`src/design/cpf_pkg.sv`:
```
// Package for the complementary pitch filter.
// Holds datapath widths shared by the filter top level, its square root and CORDIC
// units, and the CORDIC arctangent table. No dependencies.
package cpf_pkg;

	localparam int ROOT_W     = 24;
	localparam int RAD_W      = 2 * ROOT_W;
	localparam int Y0_W       = 25;
	localparam int XY_W       = 28;
	localparam int ANGLE_W    = 20;
	localparam int ATAN_N     = 24;
	localparam int ATAN_IDX_W = 5;
	localparam int ATAN_FRAC  = 30;

	// atan(2^-i) in Q.30
	localparam logic [31:0] ATAN_TAB [ATAN_N] = '{
		32'h3243F6A8, 32'h1DAC6705, 32'h0FADBAFC, 32'h07F56EA6, 32'h03FEAB76, 32'h01FFD55B,
		32'h00FFFAAA, 32'h007FFF55, 32'h003FFFEA, 32'h001FFFFD, 32'h000FFFFF, 32'h0007FFFF,
		32'h0003FFFF, 32'h0001FFFF, 32'h0000FFFF, 32'h00007FFF, 32'h00003FFF, 32'h00001FFF,
		32'h00000FFF, 32'h000007FF, 32'h000003FF, 32'h000001FF, 32'h000000FF, 32'h0000007F
	};

endpackage

```
`src/design/cpf_isqrt.sv`:
```
// Iterative integer square root for the complementary pitch filter.
// Produces one root bit per cycle.
// Depends on cpf_pkg.
module cpf_isqrt (
	input  logic                        clk,
	input  logic                        arst_n,
	input  logic                        start,
	input  logic [cpf_pkg::RAD_W-1:0]   radicand,
	output logic                        done,
	output logic [cpf_pkg::ROOT_W-1:0]  root
);
	import cpf_pkg::*;

	localparam int REM_W = ROOT_W + 2;
	localparam int CNT_W = $clog2(ROOT_W + 1);

	logic [RAD_W-1:0]  rad_q;
	logic [REM_W-1:0]  rem_q;
	logic [ROOT_W-1:0] root_q;
	logic [CNT_W-1:0]  cnt_q;
	logic              busy_q;
	logic              done_q;

	logic [REM_W+1:0]  rem_t;
	logic [REM_W+1:0]  trial;
	logic              ge;
	logic [REM_W+1:0]  rem_n;

	always_comb begin
		rem_t = {rem_q, rad_q[RAD_W-1 -: 2]};
		trial = {2'b00, root_q, 2'b01};
		ge    = (rem_t >= trial);
		rem_n = ge ? (rem_t - trial) : rem_t;
	end

	always_ff @(posedge clk or negedge arst_n) begin
		if (!arst_n) begin
			busy_q <= 1'b0;
			done_q <= 1'b0;
			cnt_q  <= '0;
		end else begin
			done_q <= 1'b0;
			if (start) begin
				busy_q <= 1'b1;
				cnt_q  <= '0;
			end else if (busy_q) begin
				cnt_q <= cnt_q + 1'b1;
				if (cnt_q == CNT_W'(ROOT_W - 1)) begin
					busy_q <= 1'b0;
					done_q <= 1'b1;
				end
			end
		end
	end

	always_ff @(posedge clk) begin
		if (start) begin
			rad_q  <= radicand;
			rem_q  <= '0;
			root_q <= '0;
		end else if (busy_q) begin
			rad_q  <= {rad_q[RAD_W-3:0], 2'b00};
			rem_q  <= rem_n[REM_W-1:0];
			root_q <= {root_q[ROOT_W-2:0], ge};
		end
	end

	assign done = done_q;
	assign root = root_q;

endmodule

```
`config.mk`:
```
export PLATFORM = sky130hd
export DESIGN_NAME = cpf_isqrt
export DESIGN_NICKNAME = d
export VERILOG_FILES = /design/src/design/cpf_pkg.sv /design/src/design/cpf_isqrt.sv
export SDC_FILE = /design/constraint.sdc
export NUM_CORES = 1
export LEC_CHECK = 0
export BUFFER_PORTS_ARGS = -buffer_cell sky130_fd_sc_hd__buf_2
export CORE_ASPECT_RATIO = 1.2
export CORE_UTILIZATION = 55
export DETAILED_ROUTE_END_ITERATION = 10
export PLACE_DENSITY = 0.74
export SLEW_MARGIN = 5
export SYNTH_ARGS = -nofsm -noshare
export SYNTH_HDL_FRONTEND = slang
export SYNTH_SLANG_ARGS = --single-unit
```
`constraint.sdc`:
```
create_clock -name clk -period 3 [get_ports clk]
set_input_delay 0.45 -clock clk [delete_from_list [all_inputs] [get_ports clk]]
set_output_delay 0.45 -clock clk [all_outputs]
set_load 0.01 [all_outputs]
```
==> metrics <==
outcome=finished clean; Final setup viols=0; Setup Skew=0.00664 ns; TritonCTS Buffers=9; Hold Path End=rad_q[1]; largest net degree at the start of global routing=56; max cap viols=0; Starting DRT DRC Count=149; fillers=862; final core utilization=65.0%; Post-Syn Area=0.00575 sq mm; P_int=0.00380 W; Avg Cell Area, Syn=10.7 sq um; multi-input gate area in the final layout=0.00286 sq mm; asr flop ratio synth=6.67%; Worst VDD drop=0.497 mV; Gate Count Post-Synth=538; endpoints failing hold=0; ANT cells=0; Core Area=0.0101 sq mm; Syn Nets=616; RSZ-0062 raised after global routing=false; hold wc startpoint=radicand[1]; WS Path Type=reg2reg; period utilization=90.6%; Worst Hold Class=in2reg; share of layout cells above drive strength 1=26.8%; root buf cell=clkbuf_16; Seq pwr share=30.4%; Fmax achieved=0.368 GHz; clk_lat worst skew=0.35 ns; top post-synthesis cells by area=edfxtp_1 (25%), dfxtp_1 (17%), mux2_2 (9.0%), mux2i_1 (7.7%), ha_1 (5.9%); most frequent cell after synthesis=nor2_1; Reg2Reg Depth=10; Placed Cells=722; P_sw=0.00235 W; number of synthesized flops with an enable pin=48; non-filler cells, final=739; leakage power=2.98 nW; # IOs=76; setup tns final=0 ns; GR Overflow Total=0; crit path max fanout=8; Worst R2R Setup Slack=0.28 ns; Port Buf Inserts=75; die area=0.0109 sq mm; combinational share of power=51.2%; crit end category=register; sequential area share after synthesis=45.5%; Final Net Count=686; fin crit period=2.72 ns; startpoint type of the worst setup path=register; ys flop type=dfxtp_1; vias in the first global route=4207; worst flop-to-flop path endpoint=rem_q[23]; Max transition margin=55.4%; Routed wire per std cell=15.5 um; worst r2r src=root[0]; DRT antenna net count=0; biggest area consumer among synthesized cells=edfxtp_1; post-DR vias/cell=5.68; H-tree depth=3; WHS Path Cells=2; Required @ worst endpoint=3.26 ns; Sw Share=38.3%; Post-synth top cells=nor2_1 (59), dfxtp_1 (50), edfxtp_1 (48); Slew Viols, Final=0; initial antenna violation count=0; CTS sink count=105; register bit total from synthesis=105; GRT Util Overall=22.8%; clk slew on worst S/H paths=0.07 ns; drt pass-1 iters=4; DRT Wirelength=11400 um; clock tree buffer depth=2; CP Data Arrival Time=2.98 ns; GPL Wtd Cong=0.871; power per cell area=937 mW/mm^2; YS warnings=0; Clock power frac=18.4%; Site Rows=40; die height=114 um; HPWL Detailed=8370 um; Slew @ Worst Pin=0.667 ns; Initial Util=56.9%; P&R area growth vs syn=14.1%; synth unique cells=56; Die W=95.4 um; vias=4194; # DRC=0; CTS tree=built; first-pass GRT wire length=19200 um; area share of the largest cell type after synthesis=25.0%; Reg area=0.00262 sq mm
[worst max-delay path, stage by stage (launching register included)]
cell and delay (ns):
dfxtp_1 0.37, inv_1 0.06, ha_1 0.36, nor2b_4 0.16, o31a_4 0.30, o32ai_4 0.35
o21ai_2 0.09, a21oi_2 0.20, a31o_1 0.36, nand2_1 0.11, a311oi_2 0.28
[power groups by stage]
| stage | combinational (W) | clock, W | sequential, W |
|---|---|---|---|
| floorplan | 0.00250 | 0 | 0.00186 |
| global placement | 0.00303 | 0 | 0.00190 |
| detailed placement | 0.00310 | 0 | 0.00190 |
| CTS | 0.00313 | 0.00115 | 0.00187 |
| global route | 0.00346 | 0.00121 | 0.00190 |
| finish | 0.00315 | 0.00113 | 0.00187 |
[per-stage QoR]
stage,hold WS [ns],power (W),instance area [sq um],worst slack [ns]
floorplan,0.154,0.00435,5750,0.441
global placement,0.285,0.00493,6270,0.348
detailed placement,0.291,0.00500,6270,0.272
CTS,0.369,0.00615,6560,0.254
global route,0.363,0.00657,6570,0.00897
finish,0.377,0.00615,6570,0.283
[registers in the layout, indices dropped and copies added, names as in the netlist]
| signal | cells |
|---|---|
| rad_q | 48 |
| busy_q | 1 |
| rem_q | 26 |
| root | 24 |
| done | 1 |
| cnt_q | 5 |
[worst max-delay path by stage]
stage / start / endpoint / slack (ns) / cells after the start
floorplan: start / rad_q[0] / 0.44 / 4
global placement: root[10] / rem_q[25] / 0.35 / 10
detailed placement: root[10] / rem_q[25] / 0.27 / 10
CTS: root[10] / rem_q[25] / 0.25 / 10
global route: root[10] / rem_q[25] / 0.009 / 10
finish: root[0] / rem_q[23] / 0.28 / 10
[area by class of cell]
cell class	instances	share of cell area, %
Multi-Input combinational cell	369	43.6
Clock inverter	6	0.800
Sequential cell	105	39.9
Inverter	35	2.00
Clock buffer	10	3.49
Timing Repair Buffer	88	7.85
Tap cell	126	2.40
[cells by family after synthesis]
| kind of cell | after synthesis | synth area share, % |
|---|---|---|
| simple gates | 121 | 10.0 |
| fa+ha+maj | 27 | 5.87 |
| mux | 90 | 16.7 |
| compound gates | 105 | 13.1 |
| flops | 105 | 45.5 |
| buf+inv | 64 | 4.91 |
| xor+xnor | 26 | 3.96 |
[what timing repair did]
action / in CTS / in global routing
hold endpoints to repair: 7 / 0
buffers inserted: 0 / 0
gates resized for setup: 0 / 1
endpoints found under the setup margin: 0 / 1
hold buffers: 1 / 0
[per-layer routing]
| metal | vias up | part of all wire [%] | global-route usage (%) |
|---|---|---|---|
| met5 | - | 0 | 0 |
| met4 | 0 | 2.8 | 9.35 |
| met3 | 29 | 5.3 | 6.51 |
| met2 | 103 | 50 | 38.5 |
| met1 | 1983 | 42 | 27.1 |
| li1 | 2079 | - | - |
[cell usage in the layout (no fill, tap or decap), types with 3 or more instances in the layout]
| cell type | count |
|---|---|
| a211oi_1 | 18 |
| a21o_1 | 6 |
| a21oi_1 | 21 |
| a32oi_1 | 5 |
| buf_12 | 3 |
| buf_2 | 74 |
| buf_4 | 10 |
| clkbuf_16 | 9 |
| dfrtp_1 | 6 |
| dfxtp_1 | 50 |
| edfxtp_1 | 48 |
| ha_1 | 27 |
| inv_1 | 34 |
| mux2_2 | 46 |
| mux2i_1 | 44 |
| nand2_1 | 23 |
| nand3_1 | 7 |
| nand4_1 | 7 |
| nor2_1 | 59 |
| nor3_1 | 7 |
| o211ai_1 | 4 |
| o21a_1 | 5 |
| o21ai_0 | 15 |
| o21ai_1 | 5 |
| o21bai_1 | 6 |
| o31ai_1 | 3 |
| xnor2_1 | 19 |
| xor2_1 | 7 |
(Power assumes the default switching activity.)
