**src/design/cpf_pkg.sv**
```systemverilog
// Package for the complementary pitch filter.
// Holds datapath widths shared by the filter top level, its square root and CORDIC
// units, and the CORDIC arctangent table. No dependencies.
package cpf_pkg;

	localparam int ROOT_W     = 24;
	localparam int RAD_W      = 2 * ROOT_W;
	localparam int Y0_W       = 25;
	localparam int XY_W       = 28;
	localparam int ANGLE_W    = 20;
	localparam int ATAN_N     = 24;
	localparam int ATAN_IDX_W = 5;
	localparam int ATAN_FRAC  = 30;

	// atan(2^-i) in Q.30
	localparam logic [31:0] ATAN_TAB [ATAN_N] = '{
		32'h3243F6A8, 32'h1DAC6705, 32'h0FADBAFC, 32'h07F56EA6, 32'h03FEAB76, 32'h01FFD55B,
		32'h00FFFAAA, 32'h007FFF55, 32'h003FFFEA, 32'h001FFFFD, 32'h000FFFFF, 32'h0007FFFF,
		32'h0003FFFF, 32'h0001FFFF, 32'h0000FFFF, 32'h00007FFF, 32'h00003FFF, 32'h00001FFF,
		32'h00000FFF, 32'h000007FF, 32'h000003FF, 32'h000001FF, 32'h000000FF, 32'h0000007F
	};

endpackage

```
**src/design/cpf_cordic.sv**
```systemverilog
// Iterative CORDIC vectoring unit for the complementary pitch filter.
// One micro-rotation per cycle, angle returned in Q.16 radians.
// Depends on cpf_pkg for widths and the arctangent table.
module cpf_cordic #(
	parameter int STEPS = 16,
	parameter int FRAC  = 16
) (
	input  logic                               clk,
	input  logic                               arst_n,
	input  logic                               start,
	input  logic        [cpf_pkg::ROOT_W-1:0]  x0,
	input  logic signed [cpf_pkg::Y0_W-1:0]    y0,
	output logic                               done,
	output logic signed [cpf_pkg::ANGLE_W-1:0] angle
);
	import cpf_pkg::*;

	localparam int ZW   = FRAC + 3;
	localparam int TSH  = ATAN_FRAC - FRAC;
	localparam int SH_R = (FRAC > 16) ? (FRAC - 16) : 0;
	localparam int SH_L = (FRAC < 16) ? (16 - FRAC) : 0;
	localparam logic signed [31:0] RND = (32'sd1 <<< SH_R) >>> 1;

	logic signed [XY_W-1:0]   x_q, y_q;
	logic signed [ZW-1:0]     z_q;
	logic [ATAN_IDX_W-1:0]    i_q;
	logic                     busy_q;
	logic                     done_q;

	logic signed [XY_W-1:0]   xs, ys;
	logic signed [ZW-1:0]     a;
	logic signed [31:0]       zw;

	always_comb begin
		xs = x_q >>> i_q;
		ys = y_q >>> i_q;
		a  = ZW'(ATAN_TAB[i_q] >> TSH);
		zw = 32'(z_q);
		angle = ANGLE_W'(((zw + RND) >>> SH_R) <<< SH_L);
	end

	always_ff @(posedge clk or negedge arst_n) begin
		if (!arst_n) begin
			busy_q <= 1'b0;
			done_q <= 1'b0;
			i_q    <= '0;
		end else begin
			done_q <= 1'b0;
			if (start) begin
				busy_q <= 1'b1;
				i_q    <= '0;
			end else if (busy_q) begin
				i_q <= i_q + 1'b1;
				if (i_q == ATAN_IDX_W'(STEPS - 1)) begin
					busy_q <= 1'b0;
					done_q <= 1'b1;
				end
			end
		end
	end

	always_ff @(posedge clk) begin
		if (start) begin
			x_q <= XY_W'({1'b0, x0});
			y_q <= XY_W'(y0);
			z_q <= '0;
		end else if (busy_q) begin
			if (!y_q[XY_W-1]) begin
				x_q <= x_q + ys;
				y_q <= y_q - xs;
				z_q <= z_q + a;
			end else begin
				x_q <= x_q - ys;
				y_q <= y_q + xs;
				z_q <= z_q - a;
			end
		end
	end

	assign done = done_q;

endmodule

```
**config.mk**
```make
export PLATFORM = sky130hd
export DESIGN_NAME = cpf_cordic
export DESIGN_NICKNAME = d
export VERILOG_FILES = /design/src/design/cpf_pkg.sv /design/src/design/cpf_cordic.sv
export SDC_FILE = /design/constraint.sdc
export NUM_CORES = 1
export LEC_CHECK = 0
export CORE_ASPECT_RATIO = 0.6
export CORE_MARGIN = 2
export CORE_UTILIZATION = 35
export DETAILED_ROUTE_END_ITERATION = 8
export DONT_BUFFER_PORTS = 1
export PLACE_DENSITY = 0.6
export SLEW_MARGIN = 5
export SYNTH_ARGS = -nofsm -noshare
export SYNTH_HDL_FRONTEND = slang
export SYNTH_SLANG_ARGS = --single-unit
export TNS_END_PERCENT = 50
```
**constraint.sdc**
```tcl
create_clock -name clk -period 5.4 [get_ports clk]
set_input_delay 0.81 -clock clk [delete_from_list [all_inputs] [get_ports clk]]
set_output_delay 0.81 -clock clk [all_outputs]
set_load 0.05 [all_outputs]
```
==> results.ini, run 1 <==
[die]
start_util=0.357
rows=53
die_h_um=151
io_pins=73
core_area_mm2=0.0351
dieArea_mm2=0.0375
die_w_um=249

[yosys]
synthesis.area_mm2=0.0126
ys_ff_latch=82
synthFlopType=edfxtp_1
syn_inst=1473
ys_types=98
synth_warnings=0
yosysSeqAreaShare=0.175
avgSynthCellArea_um2=8.52
synth_edf_count=52
syn_nets=1616
async_flop_share=0.0854

[placement]
dp.cells=2203
place_congestion=0.982
dpl.hpwl_um=39500
io_buffers=0
dpl-instance-area_mm2=0.0154

[routing]
drt_first_iter_violations=1719
drc_errors=0
via_per_inst=6.02
drt_first_pass_iters=7
wl_um=50100
vias=13500
wl_per_cell_um=22.4
ant_nets=0

[global_routing]
antenna_found_initial=4
overflow=0
grt_use_total=0.262
grt_max_degree=130
grt_pass1_wl_um=75900
grt_pass1_vias=12300

[finish]
num_antenna_cells=0
nNetsFinal=1911
mostFrequentLayoutCells=buf_4 (361), nand2_1 (149), nor2_1 (125)
final_common_cell=buf_4
finalNonFillerCells=2240
fill_cells=3479
drive_gt1_frac=0.331
final_area_mm2=0.0164
syn2layout_area_growth_pct=30.3

[timing]
finalCriticalPeriod_ps=5490
max_clock_freq_mhz=182
clock_skew_ps=14.3
rsz0062_at_grt=true
whs_ps=108
worst_pin_slew_ps=1010
setup_viol=1
maxSlewViolCount=0
relSlewSlack=0.329
fin_ws_ps=-90.1
hold_viol=0
fin_crit_sh=1.02

[worst_setup_path]
worst-r2r-cell-count=20
critPathLaunchType=flop
worstPathArrival_ps=5770
critPathKind=flop to flop
worstPathMaxFanout=6
setup.worst_path.end_class=flop
required_ps=5680

[clocking]
clk_latency_ps=390
cts_buffer_depth=2
clkSinkCount=82
htreeDepth=3
clk_pin_slew_worst_paths_ps=80
cts_tree=built
cts-root-buf=clkbuf_16
numCtsBuffers=9

[hold_path]
hold_class=input pin to asynchronous set/reset pin

[run_status]
status=finished with violations
violations=setup timing

[run]
cap_violations=0

[worst paths after layout]
check	startpoint	endpoint	slack, ps
worst max-delay path	i_q[0]	x_q[27]	-90
worst min-delay path	arst_n	i_q[0]	110
worst max register to register	i_q[0]	x_q[27]	-90
worst min register to register	z_q[17]	z_q[17]	740
max in group asynchronous	arst_n	i_q[4]	5210
min in group clk	start	i_q[3]	570
[layer usage]
layer / share of wire / up-vias / track usage
met5: 0.00082 / - / 0
met1: 0.49 / 6547 / 0.415
li1: - / 6199 / -
met4: 0.0095 / 6 / 0.0377
met2: 0.38 / 682 / 0.343
met3: 0.11 / 53 / 0.0761
[area by class of cell]
cell class              count  area (um^2)  area share
inverters                  48          180      0.0110
well taps                 467          584      0.0357
clock buffers              11          275      0.0168
repair buffers            375         2970       0.182
multi-input cells        1252        10100       0.616
clock inverters             5         67.6     0.00413
flip-flops and latches     82         2210       0.135
[worst max-delay path, stage by stage (launching register included)]
cell	delay (ps)
dfrtp_4	540
buf_8	160
buf_12	120
mux4_2	470
mux2_4	300
a221o_1	440
nor3_4	240
buf_4	150
nand4_1	200
buf_4	210
buf_4	130
nor4b_2	250
o211ai_1	140
o21a_1	150
ha_1	200
or3_1	420
a211oi_2	240
o31ai_1	110
or4_1	440
a21oi_2	160
mux2_4	310
[metrics by stage]
stage | utilization | setup TNS (ps) | setup slack, ps
5_1_grt | 0.466 | -761 | -300
6_report | 0.466 | -90.1 | -90.1
2_1_floorplan | - | 0 | 37.3
4_1_cts | 0.451 | -21.3 | -21.3
3_3_place_gp | 0.438 | -1540 | -228
3_5_place_dp | 0.438 | -1930 | -270
[what timing repair did]
action | in CTS | in global routing
gates resized for setup | 23 | 85
hold buffers | 0 | 0
endpoints found under the setup margin | 14 | 22
setup buffers | 7 | 13
cloned | 0 | 1
pin swaps | 7 | 41
[flip-flops by register name (all words and copies together), names as in the netlist]
register and cells:
done 1, x_q 28, y_q 28, z_q 19, i_q 5, busy_q 1
[cell usage after synthesis, drive strengths merged, types with 23 or more instances]
library cell | n | share of area
nand2 | 149 | 0.045
mux2 | 38 | 0.034
a211oi | 25 | 0.015
ha | 88 | 0.088
dfxtp | 23 | 0.037
mux2i | 61 | 0.049
nor2 | 127 | 0.038
o21ai | 104 | 0.041
xnor2 | 64 | 0.045
edfxtp | 52 | 0.12
mux4 | 62 | 0.11
a21oi | 110 | 0.044
a31oi | 23 | 0.011
xor2 | 41 | 0.029
inv | 47 | 0.014
a21o | 26 | 0.016
clkbuf | 46 | 0.014
nor3 | 34 | 0.015
buf | 45 | 0.026
[cells by family after synthesis]
kind of cell / synth area share
AO/OA/AOI/OAI: 0.237
AND/OR/NAND/NOR: 0.169
multiplexers: 0.197
buffers and inverters: 0.0544
XOR/XNOR: 0.0750
adder cells (fa/ha/maj): 0.0925
flip-flops: 0.175
Power of run 1 is not shown: default switching activity piles up to over one toggle a cycle in this logic, so the estimate is an artifact.
==> run 2, diff against run 1 <==
--- a/config.mk
+++ b/config.mk
@@ -8,8 +8,10 @@
 export CORE_ASPECT_RATIO = 0.6
 export CORE_MARGIN = 2
 export CORE_UTILIZATION = 35
+export CTS_CLUSTER_SIZE = 25
 export DETAILED_ROUTE_END_ITERATION = 8
 export DONT_BUFFER_PORTS = 1
+export GPL_ROUTABILITY_DRIVEN = 1
 export PLACE_DENSITY = 0.6
 export SLEW_MARGIN = 5
 export SYNTH_ARGS = -nofsm -noshare
==> constraint.sdc (replaced) <==
create_clock -name clk -period 4.7 [get_ports clk]
set_input_delay 0.705 -clock clk [delete_from_list [all_inputs] [get_ports clk]]
set_output_delay 0.705 -clock clk [all_outputs]
set_load 0.05 [all_outputs]
==> results.ini, run 2 (same netlist as run 1, synthesis figures left out) <==
[worst_setup_path]
setup.worst_path.end_class=flop
critPathLaunchType=flop
critPathKind=flop to flop
worstPathMaxFanout=7
worstPathArrival_ps=5510
required_ps=4840

[clocking]
cts_tree=built
numCtsBuffers=9
cts-root-buf=clkbuf_16
clk_latency_ps=390
htreeDepth=3
cts_buffer_depth=2
clkSinkCount=82
clk_pin_slew_worst_paths_ps=70

[timing]
finalCriticalPeriod_ps=5370
setup_viol=38
relSlewSlack=0.318
max_clock_freq_mhz=186
maxSlewViolCount=0
clock_skew_ps=8.58
fin_ws_ps=-669
fin_crit_sh=1.14
hold_viol=0
worst_pin_slew_ps=1020
rsz0062_at_grt=true

[die]
rows=53
core_area_mm2=0.0351
io_pins=73
die_w_um=249
dieArea_mm2=0.0375
start_util=0.357
die_h_um=151

[run]
cap_violations=0

[routing]
wl_um=54000
drt_first_pass_iters=5
wl_per_cell_um=22.1
vias=14400
drt_first_iter_violations=1741
ant_nets=0
via_per_inst=5.92
drc_errors=0

[global_routing]
grt_pass1_wl_um=80700
grt_use_total=0.280
overflow=0
grt_max_degree=130
antenna_found_initial=0
grt_pass1_vias=13600

[finish]
regArea_mm2=0.00221
drive_gt1_frac=0.463
final_area_mm2=0.0189
final_common_cell=buf_4
largestRegisters=x_q: 28 flops, y_q: 28 flops, z_q: 19 flops
postLayoutCoreUtil=0.537
syn2layout_area_growth_pct=50.4
mostFrequentLayoutCells=buf_4 (533), nand2_1 (141), nor2_1 (118)
num_antenna_cells=0
multi_input_area_mm2=0.0110
nNetsFinal=2111
fill_cells=3142
finalNonFillerCells=2440

[run_status]
status=finished with violations
violations=setup timing

[placement]
place_congestion=1.05
io_buffers=0
dpl.hpwl_um=40500
dp.cells=2345
dpl-instance-area_mm2=0.0165
pre_cts_ws_ps=-1090

[hold_path]
hold_class=input pin to flop

==> run 2: layer usage <==
metal | global-route usage | routed length (um) | up-vias
li1 | - | - | 6591
met1 | 0.410 | 25200 | 7072
met2 | 0.397 | 22000 | 740
met3 | 0.0966 | 6300 | 38
met4 | 0.0413 | 492 | 0
met5 | 0 | 0 | -
==> run 2: cell type report <==
cell class                 instances  area share
clock buffer                       9      0.0119
clock inverter                     7     0.00391
inverter                          48     0.00954
multi-input combinational       1252       0.581
sequential                        82       0.117
tap                              467      0.0309
timing repair buffer             575       0.246
==> run 2: final timing paths <==
path,startpoint,endpoint,slack [ps],cells past startpoint
max in group asynchronous,arst_n,i_q[0],3760,1
setup / recovery,i_q[0],y_q[23],-670,22
hold / removal,y0[14],y_q[14],510,2
setup reg to reg,i_q[0],y_q[23],-670,22
hold reg to reg,z_q[17],z_q[17],750,2
min in group asynchronous,arst_n,done,650,1
==> run 2: what timing repair did <==
| item | CTS | global route |
|---|---|---|
| gates resized for setup | 173 | 135 |
| hold buffers | 1 | 0 |
| gates cloned | 5 | 1 |
| pin swaps | 100 | 93 |
| endpoints found under the hold margin | 7 | 0 |
| setup endpoints to repair | 41 | 46 |
| buffers inserted | 58 | 23 |
==> run 2: critical path, stage by stage, from the launching register on <==
cell and delay (ps):
dfrtp_4 470, buf_12 150, buf_12 150, buf_16 130
mux4_2 530, buf_6 140, mux2_4 310, o221ai_4 210
o31ai_2 110, a211oi_2 310, and4_4 340, a31oi_4 90
xor2_1 160, ha_1 350, buf_6 150, a21o_1 140
a21o_1 180, a211oi_2 290, a21oi_4 140, a21oi_4 220
a31o_4 200, xnor2_2 70, mux2_4 260
==> run 2: stage by stage <==
stage / setup TNS (ps) / hold WS (ps)
after floorplan: -2030 / 409
after global placement: -19720 / 410
after detailed placement: -22250 / 410
after CTS: -10600 / 408
after global routing: -18420 / 416
final: -12250 / 511
Power of run 2 is left out for the same reason.
